File: src/sv/itp_pkg.sv
package itp_pkg;

  // Default widths for the top level parameters
  localparam int VALUE_WIDTH_DEF = 64;
  localparam int COUNT_WIDTH_DEF = 16;

  // Fixed field widths
  localparam int BYTE_W   = 8;
  localparam int BASE_W   = 6;
  localparam int DIGIT_W  = 7;
  localparam int CCOUNT_W = 16;
  localparam int PDATA_W  = 32;
  localparam int PADDR_W  = 3;

  // Register index of the base register
  localparam logic [0:0] REG_BASE = 1'b0;

  // Characters the parser looks for
  localparam logic [BYTE_W-1:0] CH_PLUS  = 8'h2B;
  localparam logic [BYTE_W-1:0] CH_MINUS = 8'h2D;
  localparam logic [BYTE_W-1:0] CH_ZERO  = 8'h30;
  localparam logic [BYTE_W-1:0] CH_NINE  = 8'h39;
  localparam logic [BYTE_W-1:0] CH_LOW_A = 8'h61;
  localparam logic [BYTE_W-1:0] CH_LOW_X = 8'h78;
  localparam logic [BYTE_W-1:0] CH_LOW_Z = 8'h7A;
  localparam logic [BYTE_W-1:0] CASE_BIT = 8'h20;

  // Digit value marking a byte that is no digit at all
  localparam logic [DIGIT_W-1:0] NOT_DIGIT = 7'd64;

  // Radix values fixed by the prefix rules
  localparam logic [BASE_W-1:0] BASE_AUTO = 6'd0;
  localparam logic [BASE_W-1:0] BASE_OCT  = 6'd8;
  localparam logic [BASE_W-1:0] BASE_DEC  = 6'd10;
  localparam logic [BASE_W-1:0] BASE_HEX  = 6'd16;

  typedef enum logic [2:0] {
    PH_SIGN       = 3'd0,
    PH_PREFIX     = 3'd1,
    PH_AFTER_ZERO = 3'd2,
    PH_FIRST      = 3'd3,
    PH_DIGITS     = 3'd4,
    PH_OVER       = 3'd5,
    PH_DONE       = 3'd6
  } phase_t;

  typedef enum logic [1:0] {
    ST_OK    = 2'd0,
    ST_EMPTY = 2'd1,
    ST_OVER  = 2'd2
  } status_t;

  // Parse control state carried between items
  typedef struct packed {
    phase_t              phase;
    logic [BASE_W-1:0]   ebase;
    logic                neg;
    status_t             status;
  } itp_ctl_t;

  // Digit value of a character, case-insensitive up to 'z'
  function automatic logic [DIGIT_W-1:0] digit_of(input logic [BYTE_W-1:0] c);
    logic [BYTE_W-1:0] l;
    logic [BYTE_W-1:0] r;
    l = c | CASE_BIT;
    if (c >= CH_ZERO && c <= CH_NINE) begin
      r = c - CH_ZERO;
      digit_of = r[DIGIT_W-1:0];
    end else if (l >= CH_LOW_A && l <= CH_LOW_Z) begin
      r = l - CH_LOW_A + 8'd10;
      digit_of = r[DIGIT_W-1:0];
    end else begin
      digit_of = NOT_DIGIT;
    end
  endfunction

endpackage

File: src/sv/itp_step.sv
module itp_step import itp_pkg::*; #(
  parameter int VALUE_WIDTH = VALUE_WIDTH_DEF,
  parameter int COUNT_WIDTH = COUNT_WIDTH_DEF
) (
  input  itp_ctl_t                 cur_ctl,
  input  logic [VALUE_WIDTH-1:0]   cur_acc,
  input  logic [COUNT_WIDTH-1:0]   cur_cnt,
  input  logic [BASE_W-1:0]        base_reg,
  input  logic                     start_req,
  input  logic [BYTE_W-1:0]        byte_in,
  output itp_ctl_t                 nxt_ctl,
  output logic [VALUE_WIDTH-1:0]   nxt_acc,
  output logic [COUNT_WIDTH-1:0]   nxt_cnt,
  output logic                     took,
  output logic                     finished
);

  localparam int MAC_W = VALUE_WIDTH + DIGIT_W;

  // One byte of the parse: sign and prefix handling, then one multiply-add per digit
  always_comb begin
    itp_ctl_t                 c;
    logic [VALUE_WIDTH-1:0]   acc;
    logic [COUNT_WIDTH-1:0]   cnt;
    logic [DIGIT_W-1:0]       d;
    logic [BASE_W-1:0]        mul_base;
    logic [MAC_W-1:0]         mac;
    logic                     handled;
    logic                     hexable;

    c        = cur_ctl;
    acc      = cur_acc;
    cnt      = cur_cnt;
    d        = digit_of(byte_in);
    took     = 1'b0;
    handled  = 1'b0;
    mac      = '0;
    mul_base = '0;

    if (start_req) begin
      c.phase  = PH_SIGN;
      c.ebase  = base_reg;
      c.neg    = 1'b0;
      c.status = ST_OK;
      acc      = '0;
      cnt      = '0;
    end

    hexable = (c.ebase == BASE_AUTO) || (c.ebase == BASE_HEX);

    // optional sign; status reads "no digits" from here on
    if (c.phase == PH_SIGN) begin
      c.status = ST_EMPTY;
      if (byte_in == CH_PLUS || byte_in == CH_MINUS) begin
        c.neg   = (byte_in == CH_MINUS);
        took    = 1'b1;
        handled = 1'b1;
      end
      c.phase = PH_PREFIX;
    end else if (c.phase == PH_AFTER_ZERO) begin
      if (hexable && ((byte_in | CASE_BIT) == CH_LOW_X)) begin
        c.status = ST_OK;
        c.ebase  = BASE_HEX;
        c.phase  = PH_FIRST;
        took     = 1'b1;
        handled  = 1'b1;
      end else begin
        if (c.ebase == BASE_AUTO) c.ebase = BASE_OCT;
        c.status = ST_OK;
        c.phase  = PH_DIGITS;
      end
    end

    // leading zero may open a hex prefix
    if (!handled && c.phase == PH_PREFIX) begin
      if (byte_in == CH_ZERO && hexable) begin
        c.phase = PH_AFTER_ZERO;
        took    = 1'b1;
        handled = 1'b1;
      end else begin
        if (c.ebase == BASE_AUTO) c.ebase = BASE_DEC;
        c.phase = PH_FIRST;
      end
    end

    if (!handled && c.phase == PH_FIRST) begin
      if (d >= {1'b0, c.ebase}) begin
        c.phase = PH_DONE;
        handled = 1'b1;
      end else begin
        c.status = ST_OK;
        c.phase  = PH_DIGITS;
      end
    end

    // digit: acc*base + d, overflow when the sum leaves the value width
    if (!handled && c.phase == PH_DIGITS) begin
      handled = 1'b1;
      if (d < {1'b0, c.ebase}) begin
        mul_base = (c.ebase == BASE_AUTO) ? 6'd1 : c.ebase;
        mac  = MAC_W'(acc) * MAC_W'(mul_base) + MAC_W'(d);
        took = 1'b1;
        if (|mac[MAC_W-1:VALUE_WIDTH]) begin
          acc      = '1;
          c.status = ST_OVER;
          c.phase  = PH_OVER;
        end else begin
          acc = mac[VALUE_WIDTH-1:0];
        end
      end else begin
        c.phase = PH_DONE;
      end
    end

    // after overflow digits are still taken, value is held
    if (!handled && c.phase == PH_OVER) begin
      if (d < {1'b0, c.ebase}) took = 1'b1;
      else c.phase = PH_DONE;
    end

    if (took && (cnt != '1)) cnt = cnt + COUNT_WIDTH'(1);

    nxt_ctl = c;
    nxt_acc = acc;
    nxt_cnt = cnt;

    unique case (c.phase)
      PH_SIGN, PH_PREFIX, PH_AFTER_ZERO, PH_FIRST, PH_DIGITS, PH_OVER: finished = 1'b0;
      PH_DONE: finished = 1'b1;
      default: finished = 1'b1;
    endcase
  end

endmodule

File: src/sv/integer_text_parser.sv
// Pipeline: an accepted item is held in the input register; its result is written
// to the result register when that stage is empty or its result is taken.
// Throughput: one byte per cycle unless out_stall holds the result; the accumulator
// multiply-add and overflow check close a loop through the parse state registers.
// Reset (rst, synchronous): empties both pipeline stages, sets base to 0 and
// puts the parse back to expecting a sign with value, count and status zero.
module integer_text_parser import itp_pkg::*; #(
  parameter int VALUE_WIDTH = VALUE_WIDTH_DEF,
  parameter int COUNT_WIDTH = COUNT_WIDTH_DEF
) (
  input  logic                    clk,
  input  logic                    rst,
  // configuration port
  input  logic                    psel,
  input  logic                    penable,
  input  logic                    pwrite,
  input  logic [PADDR_W-1:0]      paddr,
  input  logic [PDATA_W-1:0]      pwdata,
  output logic [PDATA_W-1:0]      prdata,
  output logic                    pready,
  // input channel
  input  logic                    in_valid,
  output logic                    in_stall,
  input  logic                    start_req,
  input  logic [BYTE_W-1:0]       byte_in,
  // result channel
  output logic                    out_valid,
  input  logic                    out_stall,
  output logic                    consumed,
  output logic                    finished,
  output logic [VALUE_WIDTH-1:0]  value,
  output logic                    negative,
  output logic [1:0]              status,
  output logic [CCOUNT_W-1:0]     consumed_count
);

  logic [BASE_W-1:0]       base;
  logic                    s1_valid;
  logic                    s1_start;
  logic [BYTE_W-1:0]       s1_byte;
  itp_ctl_t                ctl;
  logic [VALUE_WIDTH-1:0]  acc;
  logic [COUNT_WIDTH-1:0]  cnt;
  itp_ctl_t                ctl_next;
  logic [VALUE_WIDTH-1:0]  acc_next;
  logic [COUNT_WIDTH-1:0]  cnt_next;
  logic                    step_took;
  logic                    step_finished;
  logic                    advance;
  logic                    cfg_wr;
  logic [COUNT_WIDTH+CCOUNT_W-1:0] cnt_ext;

  // Configuration register
  assign pready = 1'b1;
  assign cfg_wr = psel && penable && pwrite && pready;
  assign prdata = (paddr[PADDR_W-1] == REG_BASE) ? PDATA_W'(base) : '0;

  always_ff @(posedge clk) begin
    if (rst) begin
      base <= '0;
    end else if (cfg_wr && paddr[PADDR_W-1] == REG_BASE) begin
      base <= pwdata[BASE_W-1:0];
    end
  end

  // Pipeline control: the result stage frees up when empty or taken
  assign advance  = s1_valid && (!out_valid || !out_stall);
  assign in_stall = s1_valid && out_valid && out_stall;

  // Input register
  always_ff @(posedge clk) begin
    if (rst) begin
      s1_valid <= 1'b0;
    end else if (!in_stall) begin
      s1_valid <= in_valid;
    end
  end

  always_ff @(posedge clk) begin
    if (!in_stall && in_valid) begin
      s1_start <= start_req;
      s1_byte  <= byte_in;
    end
  end

  itp_step #(
    .VALUE_WIDTH (VALUE_WIDTH),
    .COUNT_WIDTH (COUNT_WIDTH)
  ) u_step (
    .cur_ctl   (ctl),
    .cur_acc   (acc),
    .cur_cnt   (cnt),
    .base_reg  (base),
    .start_req (s1_start),
    .byte_in   (s1_byte),
    .nxt_ctl   (ctl_next),
    .nxt_acc   (acc_next),
    .nxt_cnt   (cnt_next),
    .took      (step_took),
    .finished  (step_finished)
  );

  // Parse state
  always_ff @(posedge clk) begin
    if (rst) begin
      ctl.phase  <= PH_SIGN;
      ctl.ebase  <= '0;
      ctl.neg    <= 1'b0;
      ctl.status <= ST_OK;
      acc        <= '0;
      cnt        <= '0;
    end else if (advance) begin
      ctl <= ctl_next;
      acc <= acc_next;
      cnt <= cnt_next;
    end
  end

  // Result register
  always_ff @(posedge clk) begin
    if (rst) begin
      out_valid <= 1'b0;
    end else if (!out_valid || !out_stall) begin
      out_valid <= s1_valid;
    end
  end

  assign cnt_ext = {{CCOUNT_W{1'b0}}, cnt_next};

  always_ff @(posedge clk) begin
    if (advance) begin
      consumed       <= step_took;
      finished       <= step_finished;
      value          <= acc_next;
      negative       <= ctl_next.neg;
      status         <= ctl_next.status;
      consumed_count <= cnt_ext[CCOUNT_W-1:0];
    end
  end

endmodule

File: config.mk
export PLATFORM = sky130hd
export DESIGN_NAME = integer_text_parser
export DESIGN_NICKNAME = d
export VERILOG_FILES = /design/src/sv/itp_pkg.sv /design/src/sv/itp_step.sv /design/src/sv/integer_text_parser.sv
export SDC_FILE = /design/constraint.sdc
export NUM_CORES = 1
export LEC_CHECK = 0
export BUFFER_PORTS_ARGS = -buffer_cell sky130_fd_sc_hd__buf_2
export CAP_MARGIN = 20
export CORE_MARGIN = 1.5
export CORE_UTILIZATION = 39
export CTS_BUF_LIST = sky130_fd_sc_hd__clkbuf_2
export CTS_CLUSTER_SIZE = 16
export DETAILED_ROUTE_END_ITERATION = 12
export GPL_ROUTABILITY_DRIVEN = 0
export PLACE_DENSITY = 0.69
export SLEW_MARGIN = 25
export SYNTH_ARGS = -nofsm -noshare
export SYNTH_HDL_FRONTEND = slang
export SYNTH_SLANG_ARGS = --single-unit
File: constraint.sdc
create_clock -name clk -period 7.9 [get_ports clk]
set_input_delay 0.79 -clock clk [delete_from_list [all_inputs] [get_ports clk]]
set_output_delay 0.79 -clock clk [all_outputs]
set_load 0.05 [all_outputs]
==> metrics <==
Seq/Total Area, Yosys 0.220; Synth cell types 78; Post-Place Worst Slack -0.568 ns; initial drt markers 1,576; final critical-path share of the clock period 1.03; Max FO, Critical Path 28; clock-pin slew of the registers on the worst-case setup and hold paths 0.33 ns; most common cell after layout, fill and taps aside nor2_1; Synth Register Bits 194; Initial Util 0.396; post-route ant nets 0; Largest stage delay, worst path 0.60 ns; Synth Area in XOR/XNOR 0.0300; Mapped Cells 2,477; CP arrival 9.03 ns; # nets final 3,279; die height 240 um; TritonRoute pass-1 iters 5; Layout area overhead 25.4%; Finished Core Util 0.497; most frequent cells in the layout nor2_1, buf_4, fa_1; antenna violations before repair 2; CP required 8.79 ns; placed wire-length estimate 48,400 um; CP Class flip-flop to flip-flop; Crit-path slowest cell edfxtp_1; Least-Margin Pin Slew 1.01 ns; TritonCTS Buffers 17; total gr overflow 0; CTS tree yes; I/O pin count 171; status finished with violations; Simple-Gate Fraction of Synth Area 0.218; Worst-Skew Late Latency 1.14 ns; first-pass GRT wire length 104,000 um; clk_skew 0.0829 ns; Post-synth top flop dfxtp_1; failing checks setup timing; Final Power 0.00221 W; largest net degree at the start of global routing 72; worst relative slew slack 0.324; Final Hold Viols 0; Fmax 123 MHz; H-tree depth 4; Syn Area/Cell 8.85 um^2; Adder-Cell Fraction of Synth Area 0.324; number of port buffers 115; crit start category flip-flop; CTS Buffer Depth 2; crit path time final 8.14 ns; top flop regs acc x64, value x64; # rows 86; number of synthesis warnings 0; Die W 240 um; crit end category flip-flop; MaxCap Viol Count 0; die footprint 57,600 um^2; post-synthesis compound-gate area fraction 0.127; CP dominant cell by count buf_4; vias in the first global route 20.0k; largest family of logic cells by synthesized area adder cells; fraction of registers with async set/reset 0; Post-Syn Area 21,900 um^2; RSZ-0062 raised after global routing yes; VDD IR max 0.0884 mV; Pins Over Slew Limit 0; Core ar. 55,300 um^2; Worst Slack Setup Final -0.239 ns; mux cell area share after synthesis 0.0317; CTS sink count 194; CTS Root Cell clkbuf_2; Worst Hold Class primary input to flip-flop; Leakage 12.9 nW; Fin Setup TNS -12.59 ns; drc violations 0; P per Cell Area 80.5 nW/um^2; final wirelength 65,600 um; Avg WL per Cell 18.4 um; total global-route track usage 0.228; vias per cell 5.54; fraction of final layout cells sized beyond drive strength 1 0.246; Via Count 19.8k; setup violators final 108; EDFF count, synth 94
## layer usage
layer / share of wire / track usage / wire, um / vias up
met2: 0.49 / 0.386 / 31900 / 800
met5: 0 / 0 / 0 / -
met4: 0.033 / 0.0812 / 2170 / 0
met3: 0.061 / 0.0385 / 4000 / 140
li1: - / - / - / 9154
met1: 0.42 / 0.293 / 27600 / 9719
## final timing paths
kind | startpoint | end | slack [ns] | cells after the start
max | s1_start | value[44] | -0.24 | 32
min | rst | ctl[11] | 0.30 | 3
max reg2reg | s1_start | value[44] | -0.24 | 32
min reg2reg | acc[41] | acc[41] | 0.49 | 2
## power by group
part           switching (W)  internal [W]
Sequential         0.0000151       0.00109
Combinational       0.000358      0.000156
Clock               0.000427      0.000168
Total               0.000800       0.00141
## area by class of cell
type | count | area [um^2]
multi-input combinational | 2055 | 17500
timing repair buffer | 472 | 3620
antenna | 3 | 7.51
sequential | 194 | 4820
tap | 748 | 936
clock buffer | 18 | 90.1
clock inverter | 14 | 196
inverter | 73 | 277
fill | 5021 | 27800
## synth_stat cells (17+ instances only)
master / count / area share
or2_2: 17 / 0.0049
nor2_1: 347 / 0.059
nand2_1: 236 / 0.040
inv_1: 73 / 0.013
and3_1: 24 / 0.0069
nor3_1: 83 / 0.019
a211oi_1: 23 / 0.0079
dfxtp_1: 100 / 0.091
nand4_1: 37 / 0.011
a21o_1: 27 / 0.0092
or3_1: 18 / 0.0051
nand3_1: 26 / 0.0059
o21ai_0: 133 / 0.030
nor2b_1: 29 / 0.0083
o21ai_1: 22 / 0.0050
xor2_1: 31 / 0.012
fa_1: 253 / 0.23
buf_4: 27 / 0.0092
mux2i_1: 66 / 0.030
clkbuf_1: 132 / 0.023
edfxtp_1: 94 / 0.13
and2_1: 130 / 0.037
a21oi_1: 141 / 0.032
ha_1: 162 / 0.092
xnor2_1: 44 / 0.018
## repair_timing
| item | in CTS | in global routing |
|---|---|---|
| hold buffers | 18 | 0 |
| pin swaps | 22 | 49 |
| endpoints found under the hold margin | 17 | 0 |
| gates resized for setup | 113 | 186 |
| gates cloned | 2 | 3 |
| setup buffers | 7 | 31 |
| endpoints found under the setup margin | 133 | 133 |
## metrics by stage
stage	hold slack [ns]	cell area (um^2)	std cells
after floorplan	0.444	22000	2502
after global placement	0.461	25200	3481
after detailed placement	0.465	25200	3481
after CTS	0.107	26300	3540
after global routing	0.181	27500	3577
final	0.302	27500	3577
## critical path, delay by kind of cell (launching register included)
kind | cells | cell delay, ns
fa+ha+maj | 5 | 2.00
flops | 1 | 0.60
simple gates | 9 | 1.76
compound gates | 9 | 2.19
buf+inv | 8 | 1.23
mux | 1 | 0.10
## cell families after synthesis
| group | count (synthesis) |
|---|---|
| AO/OA/AOI/OAI | 461 |
| XOR/XNOR | 75 |
| adder cells (fa/ha/maj) | 415 |
| buffers and inverters | 253 |
| flip-flops | 194 |
| multiplexers | 69 |
| other | 2 |
| AND/OR/NAND/NOR | 1008 |
(Power assumes the default switching activity.)
